[src/hw/rtl/arr_pkg.sv]
// shared types and constants for the aspect ratio reducer
`default_nettype none
package arr_pkg;

    localparam int FIELD_WIDTH = 16;
    localparam int IN_FIELDS   = 4;
    localparam int IN_TDATA_W  = ((IN_FIELDS * FIELD_WIDTH + 7) / 8) * 8;
    localparam int PROD_W      = 32;
    localparam int OUT_TDATA_W = 2 * PROD_W;
    localparam int K_W         = $clog2(PROD_W);
    localparam int DIV_STEPS   = PROD_W;
    localparam int CNT_W       = $clog2(DIV_STEPS + 1);

    typedef enum logic [2:0] {
        ST_IDLE,
        ST_MUL,
        ST_GCD,
        ST_DIV,
        ST_DONE
    } t_state;

    typedef struct packed {
        logic load;
        logic mul;
        logic gcd_step;
        logic div_init;
        logic div_step;
        logic out_load;
    } t_dp_cmd;

    typedef struct packed {
        logic gcd_done;
        logic div_done;
    } t_dp_status;

endpackage
`default_nettype wire

[src/hw/rtl/aspect_ratio_reducer.sv]
// top level: sample aspect ratio and picture size to reduced display aspect ratio
//
//  channel  direction  tdata (low bit up)                          tuser
//  s_axis   in         sar_x, sar_y, pic_width, pic_height (16 ea) -
//  m_axis   out        dar_x (32), dar_y (32)                      ratio_valid
//
//  one transaction at a time: accept, multiply, up to 63 binary gcd steps,
//  divisor setup, 32 restoring division steps, division end check, output
//  load; only the length of the gcd subtract loop varies with the operands
//  the result sits in an output register, so the next transaction is taken
//  while it waits; a stalled output only holds back the load of the one after
//  synchronous active-low reset clears the controller and the output valid
`default_nettype none
module aspect_ratio_reducer (
    input  wire logic                            i_clk,
    input  wire logic                            i_rst_n,
    input  wire logic                            i_s_axis_tvalid,
    output      logic                            o_s_axis_tready,
    // sar_x, sar_y, pic_width, pic_height
    input  wire logic [arr_pkg::IN_TDATA_W-1:0]  i_s_axis_tdata,
    output      logic                            o_m_axis_tvalid,
    input  wire logic                            i_m_axis_tready,
    // dar_x, dar_y
    output      logic [arr_pkg::OUT_TDATA_W-1:0] o_m_axis_tdata,
    // ratio_valid
    output      logic [0:0]                      o_m_axis_tuser
);

    arr_pkg::t_dp_cmd    w_cmd;
    arr_pkg::t_dp_status w_status;

    arr_ctrl u_ctrl (
        .i_clk       (i_clk),
        .i_rst_n     (i_rst_n),
        .i_in_valid  (i_s_axis_tvalid),
        .o_in_ready  (o_s_axis_tready),
        .o_out_valid (o_m_axis_tvalid),
        .i_out_ready (i_m_axis_tready),
        .o_cmd       (w_cmd),
        .i_status    (w_status)
    );

    arr_dp u_dp (
        .i_clk      (i_clk),
        .i_cmd      (w_cmd),
        .o_status   (w_status),
        .i_in_data  (i_s_axis_tdata),
        .o_out_data (o_m_axis_tdata),
        .o_out_flag (o_m_axis_tuser[0])
    );

endmodule
`default_nettype wire

[src/hw/rtl/arr_dp.sv]
// datapath: products, binary gcd, two restoring dividers, output register
`default_nettype none
module arr_dp (
    input  wire logic                            i_clk,
    input  wire arr_pkg::t_dp_cmd                i_cmd,
    output      arr_pkg::t_dp_status             o_status,
    input  wire logic [arr_pkg::IN_TDATA_W-1:0]  i_in_data,
    output      logic [arr_pkg::OUT_TDATA_W-1:0] o_out_data,
    output      logic                            o_out_flag
);

    localparam int FW = arr_pkg::FIELD_WIDTH;
    localparam int PW = arr_pkg::PROD_W;
    localparam int KW = arr_pkg::K_W;
    localparam int CW = arr_pkg::CNT_W;

    logic [FW-1:0] r_sar_x, r_sar_y, r_width, r_height;
    logic [PW-1:0] r_dw, r_dh;
    logic [PW-1:0] r_a, r_b, n_a, n_b;
    logic [KW-1:0] r_k, n_k;
    logic [PW-1:0] r_g;
    logic [PW-1:0] r_qx, r_qy, r_rx, r_ry;
    logic [CW-1:0] r_cnt;
    logic [PW-1:0] r_dar_x, r_dar_y;
    logic          r_flag;

    logic [PW-1:0] w_a_minus_b, w_b_minus_a;
    logic [PW:0]   w_rx_sh, w_ry_sh;
    logic          w_x_ge, w_y_ge;

    assign w_a_minus_b = r_a - r_b;
    assign w_b_minus_a = r_b - r_a;

    // one binary gcd step: strip twos, otherwise subtract the smaller odd value
    always_comb begin
        n_a = r_a;
        n_b = r_b;
        n_k = r_k;
        if (!r_a[0] && !r_b[0]) begin
            n_a = r_a >> 1;
            n_b = r_b >> 1;
            n_k = r_k + KW'(1);
        end else if (!r_a[0]) begin
            n_a = r_a >> 1;
        end else if (!r_b[0]) begin
            n_b = r_b >> 1;
        end else if (r_a >= r_b) begin
            n_a = w_a_minus_b >> 1;
        end else begin
            n_b = w_b_minus_a >> 1;
        end
    end

    assign w_rx_sh = {r_rx, r_qx[PW-1]};
    assign w_ry_sh = {r_ry, r_qy[PW-1]};
    assign w_x_ge  = w_rx_sh >= {1'b0, r_g};
    assign w_y_ge  = w_ry_sh >= {1'b0, r_g};

    always_ff @(posedge i_clk) begin
        if (i_cmd.load) begin
            r_sar_x  <= i_in_data[0*FW +: FW];
            r_sar_y  <= i_in_data[1*FW +: FW];
            r_width  <= i_in_data[2*FW +: FW];
            r_height <= i_in_data[3*FW +: FW];
        end
        if (i_cmd.mul) begin
            // products wrap modulo 2^32
            r_dw <= PW'(PW'(r_width) * PW'(r_sar_x));
            r_dh <= PW'(PW'(r_height) * PW'(r_sar_y));
            r_a  <= PW'(PW'(r_width) * PW'(r_sar_x));
            r_b  <= PW'(PW'(r_height) * PW'(r_sar_y));
            r_k  <= '0;
        end else if (i_cmd.gcd_step) begin
            r_a <= n_a;
            r_b <= n_b;
            r_k <= n_k;
        end
        if (i_cmd.div_init) begin
            // one of a, b is zero here
            r_g   <= (r_a | r_b) << r_k;
            r_qx  <= r_dw;
            r_qy  <= r_dh;
            r_rx  <= '0;
            r_ry  <= '0;
            r_cnt <= '0;
        end else if (i_cmd.div_step) begin
            r_rx  <= w_x_ge ? PW'(w_rx_sh - {1'b0, r_g}) : PW'(w_rx_sh);
            r_ry  <= w_y_ge ? PW'(w_ry_sh - {1'b0, r_g}) : PW'(w_ry_sh);
            r_qx  <= {r_qx[PW-2:0], w_x_ge};
            r_qy  <= {r_qy[PW-2:0], w_y_ge};
            r_cnt <= r_cnt + CW'(1);
        end
        if (i_cmd.out_load) begin
            if (r_g == '0) begin
                r_dar_x <= '0;
                r_dar_y <= '0;
                r_flag  <= 1'b0;
            end else begin
                r_dar_x <= r_qx;
                r_dar_y <= r_qy;
                r_flag  <= 1'b1;
            end
        end
    end

    assign o_status.gcd_done = (r_a == '0) || (r_b == '0);
    assign o_status.div_done = (r_cnt == CW'(arr_pkg::DIV_STEPS));
    assign o_out_data        = {r_dar_y, r_dar_x};
    assign o_out_flag        = r_flag;

endmodule
`default_nettype wire

[src/hw/rtl/arr_ctrl.sv]
// controller state machine and output valid flag
`default_nettype none
module arr_ctrl (
    input  wire logic                i_clk,
    input  wire logic                i_rst_n,
    input  wire logic                i_in_valid,
    output      logic                o_in_ready,
    output      logic                o_out_valid,
    input  wire logic                i_out_ready,
    output      arr_pkg::t_dp_cmd    o_cmd,
    input  wire arr_pkg::t_dp_status i_status
);

    arr_pkg::t_state r_state, n_state;
    logic            r_out_valid, n_out_valid;
    logic            w_out_free;

    assign w_out_free = !r_out_valid || i_out_ready;

    always_comb begin
        n_state = r_state;
        case (r_state)
            arr_pkg::ST_IDLE: if (i_in_valid) n_state = arr_pkg::ST_MUL;
            arr_pkg::ST_MUL:  n_state = arr_pkg::ST_GCD;
            arr_pkg::ST_GCD:  if (i_status.gcd_done) n_state = arr_pkg::ST_DIV;
            arr_pkg::ST_DIV:  if (i_status.div_done) n_state = arr_pkg::ST_DONE;
            arr_pkg::ST_DONE: if (w_out_free) n_state = arr_pkg::ST_IDLE;
            default:          n_state = arr_pkg::ST_IDLE;
        endcase
    end

    always_comb begin
        o_cmd      = '0;
        o_in_ready = 1'b0;
        case (r_state)
            arr_pkg::ST_IDLE: begin
                o_in_ready = 1'b1;
                o_cmd.load = i_in_valid;
            end
            arr_pkg::ST_MUL: o_cmd.mul = 1'b1;
            arr_pkg::ST_GCD: begin
                o_cmd.gcd_step = !i_status.gcd_done;
                o_cmd.div_init = i_status.gcd_done;
            end
            arr_pkg::ST_DIV:  o_cmd.div_step = !i_status.div_done;
            arr_pkg::ST_DONE: o_cmd.out_load = w_out_free;
            default: begin
                o_cmd = '0;
            end
        endcase
    end

    always_comb begin
        n_out_valid = r_out_valid;
        if (o_cmd.out_load) begin
            n_out_valid = 1'b1;
        end else if (i_out_ready) begin
            n_out_valid = 1'b0;
        end
    end

    always_ff @(posedge i_clk) begin
        if (!i_rst_n) begin
            r_state     <= arr_pkg::ST_IDLE;
            r_out_valid <= 1'b0;
        end else begin
            r_state     <= n_state;
            r_out_valid <= n_out_valid;
        end
    end

    assign o_out_valid = r_out_valid;

endmodule
`default_nettype wire

[config.mk]
export PLATFORM = sky130hd
export DESIGN_NAME = aspect_ratio_reducer
export DESIGN_NICKNAME = d
export VERILOG_FILES = /design/src/hw/rtl/arr_pkg.sv /design/src/hw/rtl/aspect_ratio_reducer.sv /design/src/hw/rtl/arr_dp.sv /design/src/hw/rtl/arr_ctrl.sv
export SDC_FILE = /design/constraint.sdc
export NUM_CORES = 2
export LEC_CHECK = 0
export ABC_CLOCK_PERIOD_IN_PS = 7800
export BUFFER_PORTS_ARGS = -buffer_cell sky130_fd_sc_hd__buf_2
export CORE_AREA = 2 2 346 416
export CTS_BUF_LIST = sky130_fd_sc_hd__clkbuf_16
export CTS_CLUSTER_SIZE = 10
export DETAILED_ROUTE_END_ITERATION = 16
export DIE_AREA = 0 0 348 418
export GPL_TIMING_DRIVEN = 0
export PLACE_DENSITY = 0.51
export SLEW_MARGIN = 15
export SYNTH_ARGS = -nofsm -noshare
export SYNTH_HDL_FRONTEND = slang
export SYNTH_SLANG_ARGS = --single-unit
[constraint.sdc]
create_clock -name i_clk -period 7.8 [get_ports i_clk]
set_input_delay 0.39 -clock i_clk [delete_from_list [all_inputs] [get_ports i_clk]]
set_output_delay 0.39 -clock i_clk [all_outputs]
set_load 0.05 [all_outputs]
==> flow_summary.toml <==
[clock_network]
clk_path_buf_depth = 3
h-tree-depth = 2
numCtsBuffers = 53
clock-sinks = 432
clockRootBuffer = "clkbuf_16"
insertion_delay_ps = 690
path_clk_slew_ps = 60
cts_tree = "done"
cts_setup_buffers = 0

[yosys]
synth-seq-cells = 432
synth_edf_count = 353
syn_area_mm2 = 0.0422
synth-seq-area-share_pct = 28.9
synth.avg_cell_area_um2 = 9.44
syn_inst = 4466
synthArstFlopShare_pct = 0
synth_nets = 5296
ys_types = 100
synth_flop_cell = "edfxtp_1"
synth_warnings = 0

[critical_path]
start_kind = "register"
cp.arrival_ps = 7970
crit_required_ps = 8280
crit_type = "register to register"
cp-end-kind = "register"
critPathMaxFanout = 10

[layout]
fin_nets = 5559
drive_above_1_share_pct = 6.84
syn_to_final_growth_pct = 13.0
layout.cells.non_filler = 6591

[detailed_routing]
wl_per_cell_um = 19.8
drcViolationCount = 0
first_iter_violations = 2214
first_pass_iters = 5
ant_nets = 0
viasPerCell = 4.95
vias = 32600
drt-total-wl_um = 131000

[floorplanning]
dieArea_mm2 = 0.145
core_mm2 = 0.141
die_w_um = 348
die_h_um = 418
start_util_pct = 29.9
io-pin-count = 135
rows = 151

[timing]
hold_ws_ps = 97.0
fin_setup_tns_ps = 0
rsz0062_at_grt = "false"
period_minus_slack_ps = 7500
tightest_slew_ps = 1160
slew_violations = 0
finalSetupViolCount = 0
period_share_pct = 96.1
skew_ps = 75.2
hold_violations = 0
max_freq_ghz = 0.133
slew_headroom_pct = 22.5

[run]
drv_cap = 0

[grt]
grt_first_pass_wirelength_um = 200000
track_usage_pct = 18.0
grt_pass1_vias = 33500
grt_max_degree = 47
grt_overflow = 0
antenna_found_initial = 5

[power_and_ir_drop]
p_per_area_mw_per_mm2 = 460
p_leak_nw = 20.7
ir_worst_vdd_mv = 0.586

[placement]
post-dp-hpwl_um = 106000
portBuffers = 134
placedCellCount = 6445
place.gp.congestion = 0.929

[run_status]
run_status = "finished clean"

[min_path]
hp-class = "input pin to register"
timing repair:
| action | CTS | global route |
|---|---|---|
| resized for setup | 0 | 20 |
| setup endpoints to repair | 0 | 6 |
| hold endpoints to repair | 68 | 0 |
| hold buffers | 65 | 0 |
Yosys cell counts, types with 13 or more instances:
master / n / share of area (%)
o21a_1: 24 / 0.43
and2_1: 249 / 3.7
buf_1: 13 / 0.12
nor2b_1: 108 / 1.6
edfxtp_1: 353 / 25
a21o_1: 55 / 0.98
xnor2_1: 129 / 2.7
inv_1: 603 / 5.4
o21bai_1: 32 / 0.57
a21oi_1: 232 / 2.8
a31oi_1: 23 / 0.34
or3_1: 14 / 0.21
o31ai_1: 16 / 0.28
mux2i_1: 70 / 1.7
and3_1: 13 / 0.19
nor2_1: 278 / 2.5
xor2_1: 44 / 0.91
o21ai_0: 148 / 1.8
nand4_1: 28 / 0.42
ha_1: 370 / 11
nand3_1: 32 / 0.38
mux4_2: 14 / 0.75
nor3_1: 42 / 0.50
clkbuf_1: 162 / 1.4
buf_2: 13 / 0.15
nand2_1: 617 / 5.5
mux2_2: 19 / 0.51
fa_1: 392 / 19
dfxtp_1: 79 / 3.8
a211oi_1: 22 / 0.39
nand2b_1: 25 / 0.37
nor4_1: 35 / 0.52
a221oi_1: 43 / 0.89
metal layers:
metal | global-route usage [%] | routed length, um
met4 | 6.95 | 5330
met2 | 31.3 | 64300
met5 | 0 | 0
met3 | 2.01 | 6060
met1 | 22.9 | 55100
cells by family (layout without fill, tap and decap cells):
family | after synthesis | in the layout | synth area share [%]
buffers and inverters | 805 | 1093 | 7.33
AO/OA/AOI/OAI | 719 | 719 | 11.2
XOR/XNOR | 173 | 173 | 3.59
AND/OR/NAND/NOR | 1472 | 1472 | 16.5
adder cells (fa/ha/maj) | 762 | 762 | 29.6
other | 0 | 1 | 0
multiplexers | 103 | 103 | 2.92
flip-flops | 432 | 432 | 28.9
where the power goes:
group | leakage [nW] | internal (mW) | switching [mW]
registers | 3.90 | 3.59 | 0.351
logic | 16.0 | 6.31 | 9.32
clock network | 0.798 | 1.29 | 1.05
worst paths after layout:
| check | start | to | slack [ps] | depth (start not counted) |
|---|---|---|---|---|
| setup / recovery | u_dp.r_sar_y[2]$_DFFE_PP_ | u_dp.r_b[29]$_DFFE_PP_ | 300 | 22 |
| hold / removal | i_m_axis_tready | u_ctrl.r_state[2]$_SDFFE_PN0P_ | 100 | 4 |
| setup reg to reg | u_dp.r_sar_y[2]$_DFFE_PP_ | u_dp.r_b[29]$_DFFE_PP_ | 300 | 22 |
| hold reg to reg | u_dp.r_rx[31]$_SDFFE_PP0P_ | u_dp.r_rx[31]$_SDFFE_PP0P_ | 460 | 2 |
worst max-delay path, stage by stage, from the launching register on:
cell,delay [ps]
edfxtp_1,600
clkbuf_1,520
nand2_1,170
fa_1,550
fa_1,470
fa_1,590
inv_1,70
fa_1,450
fa_1,510
inv_1,50
fa_1,470
inv_1,40
ha_1,330
a21o_1,190
a21oi_1,170
o211ai_1,190
a22o_1,270
a31o_2,250
a221oi_2,320
o21a_1,220
o21ai_0,110
xnor2_1,620
a2bb2oi_1,190
through the flow:
stage          cell area [um2]  total power, mW  utilization, %  worst slack [ps]
6_report                 47600             21.9            33.7               301
3_3_place_gp             45100             19.7            32.0               337
4_1_cts                  47600             22.2            33.7               233
2_1_floorplan            42200             15.6               -              1570
3_5_place_dp             45400             19.7            32.2               290
5_1_grt                  47600             24.3            33.7              12.7
layout make-up:
| type | instances | area, um2 |
|---|---|---|
| fill | 14600 | 93500 |
| multi-input combinational | 3229 | 26900 |
| sequential | 432 | 12200 |
| tap | 1836 | 2300 |
| inverter | 609 | 2290 |
| timing repair buffer | 208 | 1540 |
| clock buffer | 53 | 1330 |
| buffer | 196 | 823 |
| clock inverter | 27 | 229 |
| antenna | 1 | 2.50 |
placed cells by master, fill, tap and decap left out, types with 24 or more instances in the layout:
cell / synthesis / routed
nand2_1: 617 / 617
inv_1: 603 / 613
fa_1: 392 / 392
ha_1: 370 / 370
edfxtp_1: 353 / 353
nor2_1: 278 / 277
and2_1: 249 / 248
a21oi_1: 232 / 232
clkbuf_1: 162 / 149
o21ai_0: 148 / 147
buf_2: 13 / 147
xnor2_1: 129 / 129
nor2b_1: 108 / 108
dfxtp_1: 79 / 79
mux2i_1: 70 / 70
dlygate4sd3_1: 0 / 65
a21o_1: 55 / 55
clkbuf_16: 0 / 53
a221oi_1: 43 / 43
nor3_1: 42 / 42
xor2_1: 44 / 42
nor4_1: 35 / 35
o21bai_1: 32 / 32
nand3_1: 32 / 32
nand4_1: 28 / 28
nand2b_1: 25 / 25
o21a_1: 24 / 24
flip-flops by register name, summed over array words and instances, names as in the netlist:
name / count
u_dp.r_a: 32
u_dp.r_b: 32
u_dp.r_dar_x: 32
u_dp.r_dar_y: 32
u_dp.r_dh: 32
u_dp.r_dw: 32
u_dp.r_g: 32
u_dp.r_qx: 32
u_dp.r_qy: 32
u_dp.r_rx: 32
u_dp.r_ry: 32
u_dp.r_height: 16
u_dp.r_sar_x: 16
u_dp.r_sar_y: 16
u_dp.r_width: 16
u_dp.r_cnt: 6
u_dp.r_k: 5
u_ctrl.r_state: 3
u_ctrl.o_out_valid: 1
u_dp.o_out_flag: 1
(Power assumes the default switching activity.)
